### src/rtl/core/crc8fr_pkg.sv
// ============================================================================
// crc8fr_pkg
// Shared types and codes for the CRC-8 length-prefixed frame receiver.
// ============================================================================
package crc8fr_pkg;

    // one received or released byte
    typedef logic [7:0] byte_t;

    // payload length as carried on the result channel
    localparam int LEN_W = 7;
    typedef logic [LEN_W-1:0] len_t;

    // configuration register indexes
    localparam int CFG_INDEX_W = 2;
    typedef logic [CFG_INDEX_W-1:0] cfg_index_t;
    localparam cfg_index_t CFG_START_MARKER = 2'd0;
    localparam cfg_index_t CFG_END_MARKER   = 2'd1;
    localparam cfg_index_t CFG_CRC_POLY     = 2'd2;
    localparam cfg_index_t CFG_CRC_INIT     = 2'd3;

    // configuration reset values
    localparam byte_t START_MARKER_RST = 8'h02;
    localparam byte_t END_MARKER_RST   = 8'h03;
    localparam byte_t CRC_POLY_RST     = 8'h07;
    localparam byte_t CRC_INIT_RST     = 8'h00;

    // result event kinds
    typedef logic [1:0] kind_t;
    localparam kind_t KIND_NONE   = 2'd0;
    localparam kind_t KIND_DATA   = 2'd1;
    localparam kind_t KIND_REJECT = 2'd2;

    // rejection reasons
    typedef logic [1:0] reason_t;
    localparam reason_t RSN_TOO_LONG    = 2'd0;
    localparam reason_t RSN_ZERO_LEN    = 2'd1;
    localparam reason_t RSN_CRC_BAD     = 2'd2;
    localparam reason_t RSN_MISSING_END = 2'd3;

endpackage

### src/rtl/core/crc8_frame_receiver_unit.sv
// ============================================================================
// crc8_frame_receiver_unit
// Length-prefixed frame receiver with CRC-8 check and buffered payload release.
// ============================================================================
//
//  Channel  Dir  Handshake          Contents
//  s_       in   s_tvalid/s_tready  rx_byte in s_tdata
//  m_       out  m_tvalid/m_tready  event kind in m_tuser, data/reason/length
//                                   in m_tdata, last result of a byte in m_tlast
//  cfg_     in   cfg_valid/cfg_ready register index and 8-bit value
//
//  Every received byte gives exactly one result, except the closing end byte
//  of a good frame, which releases the buffered payload: each payload byte is
//  read from the buffer in ST_READ and put in the result register in ST_LOAD
//  when that is free. Other bytes go in whenever the result register is free.
//  Reset is synchronous on aresetn low; the buffer content is not cleared.
//  A stalled m_ side holds the result register and blocks s_ input.
// ============================================================================
module crc8_frame_receiver_unit
    import crc8fr_pkg::*;
#(
    parameter int MAX_PAYLOAD = 64
) (
    input  logic        aclk,
    input  logic        aresetn,

    input  logic        s_tvalid,
    output logic        s_tready,
    input  logic [7:0]  s_tdata,    // [7:0] rx_byte

    output logic        m_tvalid,
    input  logic        m_tready,
    output logic [23:0] m_tdata,    // [7:0] data_byte, [9:8] reject_reason,
                                    // [16:10] frame_length, [23:17] zero
    output logic [1:0]  m_tuser,    // [1:0] event_kind
    output logic        m_tlast,    // last_of_run

    input  logic        cfg_valid,
    output logic        cfg_ready,
    input  cfg_index_t  cfg_index,
    input  byte_t       cfg_data
);

    localparam int AW = (MAX_PAYLOAD > 1) ? $clog2(MAX_PAYLOAD) : 1;

    typedef enum logic [2:0] {
        ST_HUNT,
        ST_LEN,
        ST_DATA,
        ST_CRC,
        ST_END,
        ST_READ,
        ST_LOAD
    } state_t;

    state_t  state_reg;
    byte_t   start_marker_reg;
    byte_t   end_marker_reg;
    byte_t   crc_poly_reg;
    byte_t   crc_init_reg;
    len_t    expected_reg;
    len_t    received_reg;
    len_t    rd_cnt_reg;
    byte_t   crc_reg;

    logic    m_valid_reg;
    kind_t   m_kind_reg;
    byte_t   m_data_reg;
    reason_t m_reason_reg;
    len_t    m_len_reg;
    logic    m_last_reg;

    logic    s_accept;
    logic    out_free;
    byte_t   rx_byte;
    byte_t   crc_upd;
    len_t    received_inc;
    byte_t   ram_rdata;
    logic    ram_wr_en;
    logic    ram_rd_en;

    assign rx_byte      = s_tdata;
    assign out_free     = !m_valid_reg || m_tready;
    assign s_tready     = (state_reg != ST_READ) && (state_reg != ST_LOAD) && out_free;
    assign s_accept     = s_tvalid && s_tready;
    assign cfg_ready    = 1'b1;
    assign received_inc = received_reg + len_t'(1);

    // buffer access: fill during payload, read back during release
    assign ram_wr_en = s_accept && (state_reg == ST_DATA);
    assign ram_rd_en = (state_reg == ST_READ);

    crc8fr_payload_ram #(
        .DEPTH (MAX_PAYLOAD),
        .AW    (AW)
    ) u_ram (
        .aclk    (aclk),
        .wr_en   (ram_wr_en),
        .wr_addr (received_reg[AW-1:0]),
        .wr_data (rx_byte),
        .rd_en   (ram_rd_en),
        .rd_addr (rd_cnt_reg[AW-1:0]),
        .rd_data (ram_rdata)
    );

    crc8fr_crc_unit u_crc (
        .crc_in  (crc_reg),
        .data_in (rx_byte),
        .poly    (crc_poly_reg),
        .crc_out (crc_upd)
    );

    // frame state machine, configuration and result register
    always_ff @(posedge aclk) begin
        if (!aresetn) begin
            state_reg        <= ST_HUNT;
            start_marker_reg <= START_MARKER_RST;
            end_marker_reg   <= END_MARKER_RST;
            crc_poly_reg     <= CRC_POLY_RST;
            crc_init_reg     <= CRC_INIT_RST;
            expected_reg     <= '0;
            received_reg     <= '0;
            rd_cnt_reg       <= '0;
            crc_reg          <= CRC_INIT_RST;
            m_valid_reg      <= 1'b0;
            m_kind_reg       <= KIND_NONE;
            m_data_reg       <= '0;
            m_reason_reg     <= RSN_TOO_LONG;
            m_len_reg        <= '0;
            m_last_reg       <= 1'b0;
        end else begin
            // configuration writes
            if (cfg_valid) begin
                case (cfg_index)
                    CFG_START_MARKER: start_marker_reg <= cfg_data;
                    CFG_END_MARKER:   end_marker_reg   <= cfg_data;
                    CFG_CRC_POLY:     crc_poly_reg     <= cfg_data;
                    CFG_CRC_INIT:     crc_init_reg     <= cfg_data;
                    default: ;
                endcase
            end

            // result taken downstream
            if (m_valid_reg && m_tready) begin
                m_valid_reg <= 1'b0;
            end

            if (s_accept) begin
                // default: one no-event result
                m_valid_reg  <= 1'b1;
                m_kind_reg   <= KIND_NONE;
                m_data_reg   <= '0;
                m_reason_reg <= RSN_TOO_LONG;
                m_len_reg    <= '0;
                m_last_reg   <= 1'b1;
                case (state_reg)
                    ST_LEN: begin
                        if ({1'b0, rx_byte} > 9'(MAX_PAYLOAD)) begin
                            m_kind_reg   <= KIND_REJECT;
                            m_reason_reg <= RSN_TOO_LONG;
                            expected_reg <= '0;
                            received_reg <= '0;
                            state_reg    <= ST_HUNT;
                        end else if (rx_byte == 8'd0) begin
                            m_kind_reg   <= KIND_REJECT;
                            m_reason_reg <= RSN_ZERO_LEN;
                            expected_reg <= '0;
                            received_reg <= '0;
                            state_reg    <= ST_HUNT;
                        end else begin
                            expected_reg <= rx_byte[LEN_W-1:0];
                            received_reg <= '0;
                            m_len_reg    <= rx_byte[LEN_W-1:0];
                            state_reg    <= ST_DATA;
                        end
                    end
                    ST_DATA: begin
                        received_reg <= received_inc;
                        crc_reg      <= crc_upd;
                        m_len_reg    <= expected_reg;
                        if (received_inc >= expected_reg) begin
                            state_reg <= ST_CRC;
                        end
                    end
                    ST_CRC: begin
                        m_len_reg <= expected_reg;
                        if (rx_byte != crc_reg) begin
                            m_kind_reg   <= KIND_REJECT;
                            m_reason_reg <= RSN_CRC_BAD;
                            expected_reg <= '0;
                            received_reg <= '0;
                            state_reg    <= ST_HUNT;
                        end else begin
                            state_reg <= ST_END;
                        end
                    end
                    ST_END: begin
                        if (rx_byte != end_marker_reg) begin
                            m_kind_reg   <= KIND_REJECT;
                            m_reason_reg <= RSN_MISSING_END;
                            m_len_reg    <= expected_reg;
                            expected_reg <= '0;
                            received_reg <= '0;
                            state_reg    <= ST_HUNT;
                        end else begin
                            // good frame: release the buffer instead
                            m_valid_reg <= 1'b0;
                            rd_cnt_reg  <= '0;
                            state_reg   <= ST_READ;
                        end
                    end
                    default: begin
                        if (rx_byte == start_marker_reg) begin
                            crc_reg   <= crc_init_reg;
                            state_reg <= ST_LEN;
                        end
                    end
                endcase
            end else begin
                case (state_reg)
                    // buffer read issued, data valid next cycle
                    ST_READ: state_reg <= ST_LOAD;
                    ST_LOAD: begin
                        if (out_free) begin
                            m_valid_reg  <= 1'b1;
                            m_kind_reg   <= KIND_DATA;
                            m_data_reg   <= ram_rdata;
                            m_reason_reg <= RSN_TOO_LONG;
                            m_len_reg    <= expected_reg;
                            if (rd_cnt_reg == expected_reg - len_t'(1)) begin
                                m_last_reg   <= 1'b1;
                                expected_reg <= '0;
                                received_reg <= '0;
                                state_reg    <= ST_HUNT;
                            end else begin
                                m_last_reg <= 1'b0;
                                rd_cnt_reg <= rd_cnt_reg + len_t'(1);
                                state_reg  <= ST_READ;
                            end
                        end
                    end
                    default: ;
                endcase
            end
        end
    end

    // result channel
    assign m_tvalid = m_valid_reg;
    assign m_tuser  = m_kind_reg;
    assign m_tdata  = {7'd0, m_len_reg, m_reason_reg, m_data_reg};
    assign m_tlast  = m_last_reg;

endmodule

### src/rtl/core/crc8fr_crc_unit.sv
// ============================================================================
// crc8fr_crc_unit
// One-byte CRC-8 update, MSB first, programmable polynomial (implicit x^8).
// ============================================================================
module crc8fr_crc_unit
    import crc8fr_pkg::*;
(
    input  byte_t crc_in,
    input  byte_t data_in,
    input  byte_t poly,
    output byte_t crc_out
);

    // eight shift/xor steps over the byte
    always_comb begin
        byte_t v;
        v = crc_in ^ data_in;
        for (int i = 0; i < 8; i++) begin
            if (v[7]) begin
                v = {v[6:0], 1'b0} ^ poly;
            end else begin
                v = {v[6:0], 1'b0};
            end
        end
        crc_out = v;
    end

endmodule

### src/rtl/core/crc8fr_payload_ram.sv
// ============================================================================
// crc8fr_payload_ram
// Payload buffer: one write port, one read port, registered read data.
// ============================================================================
module crc8fr_payload_ram
    import crc8fr_pkg::*;
#(
    parameter int DEPTH = 64,
    parameter int AW    = 6
) (
    input  logic          aclk,
    input  logic          wr_en,
    input  logic [AW-1:0] wr_addr,
    input  byte_t         wr_data,
    input  logic          rd_en,
    input  logic [AW-1:0] rd_addr,
    output byte_t         rd_data
);

    byte_t mem [DEPTH];
    byte_t rd_data_reg;

    // write port
    always_ff @(posedge aclk) begin
        if (wr_en) begin
            mem[wr_addr] <= wr_data;
        end
    end

    // read port, data held until the next read
    always_ff @(posedge aclk) begin
        if (rd_en) begin
            rd_data_reg <= mem[rd_addr];
        end
    end

    assign rd_data = rd_data_reg;

endmodule

### config.mk
export PLATFORM = sky130hd
export DESIGN_NAME = crc8_frame_receiver_unit
export DESIGN_NICKNAME = d
export VERILOG_FILES = /design/src/rtl/core/crc8fr_pkg.sv /design/src/rtl/core/crc8_frame_receiver_unit.sv /design/src/rtl/core/crc8fr_crc_unit.sv /design/src/rtl/core/crc8fr_payload_ram.sv
export SDC_FILE = /design/constraint.sdc
export NUM_CORES = 1
export LEC_CHECK = 0
export BUFFER_PORTS_ARGS = -buffer_cell sky130_fd_sc_hd__buf_4
export CAP_MARGIN = 20
export CORE_ASPECT_RATIO = 0.6
export CORE_UTILIZATION = 35
export DETAILED_ROUTE_END_ITERATION = 7
export PLACE_DENSITY = 0.55
export SYNTH_ARGS = -nofsm -noshare
export SYNTH_HDL_FRONTEND = slang
export SYNTH_HIERARCHICAL = 1
export SYNTH_SLANG_ARGS = --single-unit
### constraint.sdc
create_clock -name aclk -period 3.9 [get_ports aclk]
set_input_delay 0.39 -clock aclk [delete_from_list [all_inputs] [get_ports aclk]]
set_output_delay 0.39 -clock aclk [all_outputs]
set_load 0.02 [all_outputs]
======== After elaboration in Yosys (flattened, before gate mapping) ========
Memory sizes are Yosys's and may differ from the RTL's. A register that Yosys moved wholly into a read port is not among the register bits.
Cells that the tools add are included.
storage, ports and cells
  register bits after elaboration ......... 85
  bits in latches ......................... 0
  RAM bits ................................ 512
  bits in read-only memories .............. 0
  input port bits ......................... 23
  output and inout bits ................... 30
  word-level logic and storage cells ...... 155
  memories kept ........................... 1
memories
  name       depth  bits a word  rd ports  clocked after memory_dff  write ports  line                      text
  u_ram.mem  64     8            1         1                         1            crc8fr_payload_ram.sv:20  byte_t mem [DEPTH];
operators by class
  add/subtract/negate cells ............... 3
  multiply operators ...................... 0
  divide/modulo/power cells ............... 0
  $lt $le $gt $ge ......................... 2
  eq/ne operators ......................... 25
  shift operators ......................... 0
  mux-type cells .......................... 70
  bitwise operators ....................... 11
  reductions and logical operators ........ 28
operators by type and width
  kind                                                                             number
  7-bit two-way mux                                                                19
  8-bit two-way mux                                                                9
  8-bit bitwise XOR                                                                9
  7-bit one-hot mux with 3 select lines                                            2
  7-bit one-hot mux with 4 select lines                                            1
  2-bit two-way mux                                                                13
  3-bit two-way mux                                                                7
  8-bit inequality test                                                            2
  8-bit one-hot mux with 2 select lines                                            1
  3-bit inequality test, second input constant                                     5
  7-bit by 1-bit adder with 7-bit output, second input constant                    2
  1-bit two-way mux                                                                14
  2-bit one-hot mux with 3 select lines                                            2
  3-bit one-hot mux with 4 select lines                                            1
  2-bit AND reduction                                                              6
  6-bit AND reduction                                                              2
  3-bit equality test, second input constant                                       3
  8-bit equality test                                                              1
  8-bit by 7-bit greater-than comparator with 1-bit output, second input constant  1
  8-bit zero test                                                                  1
  2-bit nonzero test                                                               4
  7-bit equality test                                                              1
  7-bit >= comparator                                                              1
  7-bit by 1-bit subtractor with 7-bit output, second input constant               1
  22 further kinds                                                                 31

======== Logic depth before layout (Yosys ltp) ========
Gate-level depths: netlist of run 1.
  word-level depth ........................ 18
  mapped depth ............................ 14
  gate-level depth less buffers ........... 13

======== By module ========
Netlist of run 1, hierarchy kept.
modules (own cells, without submodules)
  module                    times used  cells an instance  area an instance (um2)  seq. area each (um2)
  crc8fr_payload_ram        1           972                20270.7                 15615.0
  crc8_frame_receiver_unit  1           526                4483.0                  1701.6
  crc8fr_crc_unit           1           197                1462.7                  0.0

======== Worst setup path after synthesis of run 1 ========
Ideal clock, no wire load.
  path type ............................... register -> register
  start ................................... register crc_reg[7]
  end ..................................... register crc_reg[7]
  library setup time ...................... 86 ps
  arrival time ............................ 3718 ps
  required time ........................... 3814 ps
  slack ................................... 96 ps
  cell stages (with the launch flop) ...... 15
  path buffers ............................ 1
  period minus slack after synthesis ...... 3804 ps
  path through ............................ dfxtp_1 > xor2_1 > buf_4 > nor2_1 > a311o_1 > a311o_1 > or3_1 > and2_1 > xor3_2 > o211a_1 > or4b_1 > nand4_1 > xnor2_1 > mux2i_1 > a211oi_1
between the ends
  longest elaborated chain between the ends .. 17
ends and longest elaborated chain
  item                                       line                             text
  start: declaration                         crc8_frame_receiver_unit.sv:64   byte_t crc_reg;
  start signal: assignment                   crc8_frame_receiver_unit.sv:179  crc_reg <= crc_upd;
  start signal: assignment                   crc8_frame_receiver_unit.sv:214  crc_reg <= crc_init_reg;
  8-bit bitwise XOR (*)                      crc8fr_crc_unit.sv:17            v = crc_in ^ data_in;
  8-bit two-way mux (*)                      crc8fr_crc_unit.sv:19            if (v[7]) begin
  8-bit bitwise XOR                          crc8fr_crc_unit.sv:20            v = {v[6:0], 1'b0} ^ poly;
  8-bit two-way mux (*)                      crc8fr_crc_unit.sv:19
  8-bit bitwise XOR                          crc8fr_crc_unit.sv:20
  8-bit two-way mux (*)                      crc8fr_crc_unit.sv:19
  8-bit bitwise XOR                          crc8fr_crc_unit.sv:20
  8-bit two-way mux (*)                      crc8fr_crc_unit.sv:19
  (+2 left out)                              n/a
  8-bit bitwise XOR                          crc8fr_crc_unit.sv:20
  8-bit two-way mux (*)                      crc8fr_crc_unit.sv:19
  8-bit bitwise XOR                          crc8fr_crc_unit.sv:20
  8-bit two-way mux (*)                      crc8fr_crc_unit.sv:19
  8-bit bitwise XOR                          crc8fr_crc_unit.sv:20
  8-bit two-way mux (*)                      crc8fr_crc_unit.sv:19
  named net crc_upd[7]                       crc8_frame_receiver_unit.sv:76   byte_t crc_upd;
  8-bit one-hot mux with 2 select lines (*)  crc8_frame_receiver_unit.sv:156  case (state_reg)
Mark *: on every way through the listed nets, which the timed path passes. The rest lies on a longest branch.
A chain may end at the register's enable or synchronous reset.

======== Worst setup path after layout of run 1 ========
  start ................................... register crc_reg[7]
  end ..................................... register crc_reg[4]
between the ends
  longest elaborated chain between the ends .. 16
  elaborated cells between the ends (all ways) .. 17
  classes of those cells .................. mux: 9; bitwise: 8
ends and longest elaborated chain
  item                                                    line
  8-bit bitwise XOR (*)                                   crc8fr_crc_unit.sv:17
  8-bit two-way mux (*)                                   crc8fr_crc_unit.sv:19
  8-bit bitwise XOR                                       crc8fr_crc_unit.sv:20
  8-bit two-way mux (*)                                   crc8fr_crc_unit.sv:19
  8-bit bitwise XOR                                       crc8fr_crc_unit.sv:20
  8-bit two-way mux (*) (2 in series)                     crc8fr_crc_unit.sv:19
  8-bit bitwise XOR or 8-bit two-way mux (tied branches)  crc8fr_crc_unit.sv:20, crc8fr_crc_unit.sv:19
  8-bit two-way mux (*)                                   crc8fr_crc_unit.sv:19
  8-bit bitwise XOR or 8-bit two-way mux (tied branches)  crc8fr_crc_unit.sv:20, crc8fr_crc_unit.sv:19
  8-bit two-way mux (*)                                   crc8fr_crc_unit.sv:19
  8-bit bitwise XOR or 8-bit two-way mux (tied branches)  crc8fr_crc_unit.sv:20, crc8fr_crc_unit.sv:19
  8-bit two-way mux (*)                                   crc8fr_crc_unit.sv:19
  8-bit bitwise XOR or 8-bit two-way mux (tied branches)  crc8fr_crc_unit.sv:20, crc8fr_crc_unit.sv:19
  8-bit two-way mux (*)                                   crc8fr_crc_unit.sv:19
  named net crc_upd[4]                                    crc8_frame_receiver_unit.sv:76
  8-bit one-hot mux with 2 select lines (*)               crc8_frame_receiver_unit.sv:156
Marks and branches as above.

==> reports/results.tsv, run 1 <==
stage	metric	value	unit
power	Power Total	0.01359	W
outcome	failing checks	design-rule violations, negative setup slack	
drt	vias post-DR	16111	
floorplan	Starting Density	35.48	%
synth	most common cell in the netlist	edfxtp_1	
clocking	CTS tree	done	
floorplan	Rows	77	
sta	Final period util	102.4	%
floorplan	floorplan core area	73890	um^2
min_path	HP Class	primary input to register	
finish	non-filler cells, final	2915	
sta	final hold vios	0	
sta	RSZ-0062 raised after global routing	true	
power	PwrDens	442.3	nW/um^2
synth	Seq/Total Area, Yosys	66.05	%
clocking	Root Buffer	clkbuf_16	
placed_design	Post-DP HPWL	50960	um
power	Lkg Pwr	10.06	nW
clocking	H-tree depth	2	
sta	final clock skew	0.02924	ns
critical_path	Reg2Reg Depth	14	
finish	Biggest register	u_ram/mem	
grt	initial antenna violation count	5	
drt	remaining antenna violation count	0	
sta	Slew @ Worst Pin	0.8935	ns
critical_path	WS Path Type	register to register	
clocking	Clk Latency, worst-skew pair	0.63	ns
finish	Area Overhead vs Synth	17.20	%
critical_path	worst reg-to-reg setup slack	-0.09	ns
drt	final wirelength	73830	um
floorplan	Die Y	214.0	um
sta	Max Slew Vio Count	0	
flow_run	MaxCap Viol Count	0	
finish	layout cells sized above 1	26.49	%
drt	DR vias/cell	5.527	
synth	top cell type's share of synthesized area	59.56	%
synth	Synth Area in Compound Gates	6.548	%
drt	DRT Pass-1 Iters	8	
drt	Avg WL per Cell	25.33	um
clocking	CTS Sinks	605	
synth	synth unique cells	90	
synth	mux contribution to synthesized area	12.72	%
synth	Synth Flop Type	edfxtp_1	
finish	Layout Utilization	41.58	%
floorplan	Ports	53	
placed_design	dpl cells	2802	
synth	number of flops mapped to enable cells by yosys	520	
critical_path	CP required	4.43	ns
synth	Post-Synthesis Cells	1695	
sta	final worst setup slack	-0.09373	ns
synth	Post-Synthesis Cell Area	26220	um^2
placed_design	Final GP Congestion	0.8716	
critical_path	Setup crit end	crc_reg[4]$_SDFFE_PN0P_	
placed_design	PortBufs	44	
floorplan	Die ar.	76040	um^2
synth	Yosys Warn Count	6	
clocking	CTS clock-pin slew for the worst setup and hold paths	0.06	ns
power	worst vdd ir	0.0003001	V
grt	Total GRT Usage	19.22	%
critical_path	crit end category	register	
sta	fmax	250.4	MHz
sta	setup violators final	3	
synth	Synth Area in Adders	0.4773	%
critical_path	Startpoint Class	register	
critical_path	RR Startpoint	crc_reg[7]$_SDFFE_PN0P_	
synth	Syn Area/Cell	15.47	um^2
critical_path	Max FO, Critical Path	7	
finish	max reg flops	512	
outcome	status	finished, violations left	
finish	Nets	1913	
synth	Synth area leaders	edfxtp_1 60%, mux4_2 11%, dfxtp_1 6.5%	
sta	Max transition margin	40.44	%
clocking	total CTS buffers	55	
clocking	Max clock buf depth	3	
critical_path	Crit path arrival time	4.53	ns
grt	first-pass GRT wire length	106800	um
synth	post-synthesis xor/xnor area fraction	3.618	%
synth	post-synth top area cell	edfxtp_1	
grt	vias in the first global route	15551	
synth	Seq cells post-synth	605	
sta	Tmin final	3.994	ns
critical_path	reg2reg end	crc_reg[4]$_SDFFE_PN0P_	
critical_path	Critical Path Start	crc_reg[7]$_SDFFE_PN0P_	
synth	top cells by count, synth	520 x edfxtp_1, 158 x nor2_1, 124 x mux4_2	
drt	Remaining DRCs	7	
grt	largest net degree at the start of global routing	71	
floorplan	die width	355.3	um
synth	main combinational cell family by area after synthesis	multiplexers	
min_path	Hold Crit Depth	3	
drt	drt initial violations	2018	
grt	GR Overflow Total	0	
synth	async set-reset flop share out of synthesis	0	%
synth	Post-Synth Simple-Gate Area	8.104	%
==> cell type report <==
| class | count | area (um^2) |
|---|---|---|
| Fill cell | 6680 | 43170 |
| Sequential cell | 605 | 17340 |
| Multi-Input combinational cell | 968 | 8533 |
| Timing Repair Buffer | 233 | 1842 |
| Clock buffer | 73 | 1475 |
| Tap cell | 987 | 1235 |
| Clock inverter | 29 | 232.7 |
| Inverter | 17 | 63.81 |
| Antenna cell | 3 | 7.507 |
==> cells in the final DEF, fill, tap and decap left out, drive strengths merged, types with 8 or more instances in the layout <==
master,netlist,layout
and2,8,8
nand3b,10,10
o22ai,22,22
xnor2,49,49
a31oi,12,12
mux4,124,124
clkinv,4,28
mux2i,53,53
conb,2,8
clkbuf,54,73
nor2,159,159
o21ai,41,41
and3,9,9
nand4,11,11
ha,10,10
edfxtp,520,520
buf,57,232
dfxtp,85,85
nand2,118,118
xor2,32,32
inv,13,15
a211oi,16,16
or3,9,9
nand3,39,39
a311oi,8,8
a22o,8,8
a221oi,13,13
o211ai,15,15
nor3,15,15
a21oi,42,42
a22oi,9,9
nor2b,13,13
or2,12,12
==> cell families (layout without fill, tap and decap cells) <==
logic type,count (synthesis),after routing
flops,605,605
fa+ha+maj,10,10
mux,178,178
other cells,2,11
simple gates,445,445
compound gates,237,237
xor+xnor,90,90
buf+inv,128,352
==> what timing repair did <==
item                                    4_1_cts  5_1_grt
hold buffers                                  1        0
hold endpoints to repair                      1        0
endpoints found under the setup margin        7        8
buffers inserted                              0        7
pin swaps                                    12       19
gates resized for setup                      13       41
==> worst min-delay path by stage <==
stage                                 start                        endpoint  slack (ns)
2_1_floorplan  crc_poly_reg[0]$_SDFFE_PN1P_    crc_poly_reg[0]$_SDFFE_PN1P_        0.44
3_3_place_gp     m_data_reg[0]$_SDFFE_PP0P_      m_data_reg[0]$_SDFFE_PP0P_        0.45
3_5_place_dp     m_data_reg[0]$_SDFFE_PP0P_      m_data_reg[0]$_SDFFE_PP0P_        0.46
4_1_cts                         cfg_data[1]  end_marker_reg[1]$_SDFFE_PN1P_     0.00001
5_1_grt                         cfg_data[1]    crc_poly_reg[1]$_SDFFE_PN1P_        0.04
6_report                        cfg_data[1]  end_marker_reg[1]$_SDFFE_PN1P_        0.04
==> stage by stage <==
stage          area, um^2  TNS, ns  setup WS (ns)  hold WS, ns
2_1_floorplan       26240        0        0.09617       0.4426
3_3_place_gp        28670   -2.420        -0.3718       0.4499
3_5_place_dp        28670   -2.388        -0.3429       0.4630
4_1_cts             30460        0       0.002454   0.00001305
5_1_grt             30720   -1.277        -0.2359      0.03793
6_report            30720  -0.2417       -0.09373      0.03567
==> layer usage <==
| metal | vias to the layer above | part of all wire (%) | track usage [%] |
|---|---|---|---|
| met5 | - | 0.31 | 2.063 |
| met4 | 6 | 1.2 | 4.066 |
| met3 | 88 | 13 | 8.068 |
| met2 | 727 | 38 | 23.73 |
| met1 | 8302 | 48 | 30.23 |
| li1 | 6988 | - | - |
==> worst max-delay path, stage by stage, from the launching register on <==
cell	delay (ns)
dfxtp_4	0.36
buf_6	0.13
xnor2_4	0.26
xnor2_4	0.12
or3_4	0.37
and3_4	0.19
o31a_1	0.29
or3_4	0.38
a211o_4	0.36
a211oi_4	0.46
o21ai_1	0.14
xnor3_1	0.36
xnor2_1	0.16
mux2i_1	0.09
a211oi_1	0.23
==> power by group <==
group          internal [W]  switching [W]  leakage [nW]
sequential          0.00705      0.0000600          5.37
clock               0.00286        0.00242         0.832
combinational      0.000537       0.000658          3.86
total                0.0105        0.00314          10.1
Note: power is estimated with default switching activity, not from simulation.
==> inputs of run 2 (changes only) <==
- CELL_PAD_IN_SITES_DETAIL_PLACEMENT: unset -> 2
- CELL_PAD_IN_SITES_GLOBAL_PLACEMENT: unset -> 2
- PLACE_DENSITY: 0.55 -> 0.69
==> reports/results.tsv, run 2 (same netlist as run 1, synthesis figures left out) <==
stage	metric	value	unit	change
outcome	status	finished, violations left		
clocking	Max clock buf depth	3		unchanged
grt	Total GRT Usage	23.04	%	+3.8 points
critical_path	Max FO, Critical Path	7		unchanged
power	Lkg Pwr	10.15	nW	+0.92%
clocking	CTS tree	done		
clocking	Clk Latency, worst-skew pair	0.65	ns	+0.02 ns
sta	Max Slew Vio Count	0		unchanged
critical_path	Crit path arrival time	4.56	ns	+0.03 ns
floorplan	floorplan core area	73890	um^2	unchanged
clocking	CTS Hold Buffers Added	0		-1
drt	drt initial violations	1724		-15%
outcome	failing checks	design-rule violations, negative setup slack		
grt	largest net degree at the start of global routing	71		unchanged
floorplan	Starting Density	35.48	%	unchanged
clocking	CTS clock-pin slew for the worst setup and hold paths	0.07	ns	about the same
critical_path	Startpoint Class	register		
floorplan	die width	355.3	um	unchanged
sta	WHS	0.03056	ns	-0.005104 ns
finish	Design Area, Final	30960	um^2	+0.78%
finish	most common cell after layout, fill and taps aside	edfxtp_1		
sta	setup violators final	6		+3
placed_design	Final GP Congestion	0.8623		-1.1%
floorplan	Rows	77		unchanged
drt	final wirelength	88320	um	+20%
power	worst vdd ir	0.0003254	V	+8.4%
finish	Biggest register	u_ram/mem		
clocking	CTS Sinks	605		unchanged
clocking	total CTS buffers	57		+3.6%
flow_run	MaxCap Viol Count	0		unchanged
grt	GR Overflow Total	0		unchanged
sta	fmax	248.7	MHz	-0.67%
floorplan	Ports	53		unchanged
sta	Final period util	103.1	%	+0.70 points
clocking	H-tree depth	2		unchanged
finish	Nets	1931		+0.94%
grt	first-pass GRT wire length	126900	um	+19%
finish	layout cells sized above 1	28.05	%	+1.6 points
clocking	Root Buffer	clkbuf_16		
power	PwrDens	446.8	nW/um^2	+1.0%
drt	DR vias/cell	5.670		+2.6%
finish	max reg flops	512		unchanged
finish	antenna diode count	0		-3
min_path	HP Class	primary input to register		
drt	Avg WL per Cell	30.14	um	+19%
sta	final worst setup slack	-0.1209	ns	-0.02714 ns
finish	most frequent cells in the layout	520 x edfxtp_1, 232 x buf_4, 153 x nor2_1, 124 x mux4_2, 116 x nand2_1		
finish	Area Overhead vs Synth	18.11	%	
placed_design	DP Area	28640	um^2	-0.12%
drt	Remaining DRCs	9		+2
sta	final clock skew	0.02739	ns	-0.001851 ns
drt	DRT Pass-1 Iters	7		-1
drt	vias post-DR	16614		+3.1%
sta	Max transition margin	30.85	%	-9.6 points
critical_path	CP required	4.44	ns	about the same
sta	RSZ-0062 raised after global routing	true		
grt	vias in the first global route	17597		+13%
drt	remaining antenna violation count	0		unchanged
critical_path	WS Path Type	register to register		
sta	Slew @ Worst Pin	1.028	ns	+0.1343 ns
placed_design	Post-DP HPWL	60140	um	+18%
floorplan	Die ar.	76040	um^2	unchanged
critical_path	crit end category	register		
floorplan	Die Y	214.0	um	unchanged
placed_design	PortBufs	44		unchanged
sta	final hold vios	0		unchanged
sta	Tmin final	4.021	ns	+0.02714 ns
grt	initial antenna violation count	10		+5
power	Power Total	0.01384	W	+1.8%
[run 2: cell count changes in the layout (fill, tap and decap cells not counted), moves of 4 or more]
cell and delta:
xnor2_2 +4, buf_4 +10, clkbuf_1 +5, buf_6 +8, clkinv_1 -5
[run 2: per-layer routing]
layer	share of wire [%]	GRT usage [%]
met1	48	35.79
met2	43	32.35
met3	7.7	5.902
met4	1.5	4.310
met5	0.031	0
[run 2: cell type report]
cell class,instances,area (um^2)
clock buffer,82,1572
clock inverter,22,148.9
fill,7139,42930
inverter,17,67.56
multi-input combinational,968,8620
sequential,605,17340
tap,987,1235
timing repair buffer,249,1977
[run 2: what timing repair did]
action | in CTS | in global routing
setup buffers | 11 | 16
endpoints found under the setup margin | 8 | 8
pin swaps | 21 | 34
gates resized for setup | 37 | 51
[run 2: final timing paths]
kind,start,endpoint,slack [ns],cells after the start
worst max-delay path,crc_reg[7]$_SDFFE_PN0P_,crc_reg[4]$_SDFFE_PN0P_,-0.12,16
worst max register to register,crc_reg[7]$_SDFFE_PN0P_,crc_reg[4]$_SDFFE_PN0P_,-0.12,16
worst min register to register,m_data_reg[4]$_SDFFE_PP0P_,m_data_reg[4]$_SDFFE_PP0P_,0.46,2
worst min-delay path,cfg_data[2],crc_poly_reg[2]$_SDFFE_PN1P_,0.03,3
[run 2: critical path, cell delays in order, from the launching register on]
cell and delay, ns:
dfxtp_4 0.44, xor2_4 0.22, buf_6 0.15, buf_6 0.10, nor2_2 0.03, o211ai_1 0.35
o311ai_2 0.23, or3_4 0.38, and2_1 0.20, xor3_2 0.28, xor3_2 0.32, a211oi_2 0.26
buf_4 0.19, and3b_2 0.23, xnor2_2 0.12, mux2i_1 0.11, a211oi_1 0.28
[run 2: per-stage QoR]
stage	instances	util, %	setup TNS (ns)	setup slack, ns
after global placement	2799	38.76	-1.774	-0.3199
after CTS	2914	41.44	-0.01666	-0.009130
after detailed placement	2799	38.76	-3.417	-0.5620
final	2930	41.90	-0.2730	-0.1209
after floorplan	1701	-	0	0.09617
after global routing	2930	41.90	-1.890	-0.2998
[run 2: power breakdown]
part	internal (W)	switching (W)
sequential	0.00705	0.0000633
clock	0.00286	0.00252
combinational	0.000575	0.000760
total	0.0105	0.00335
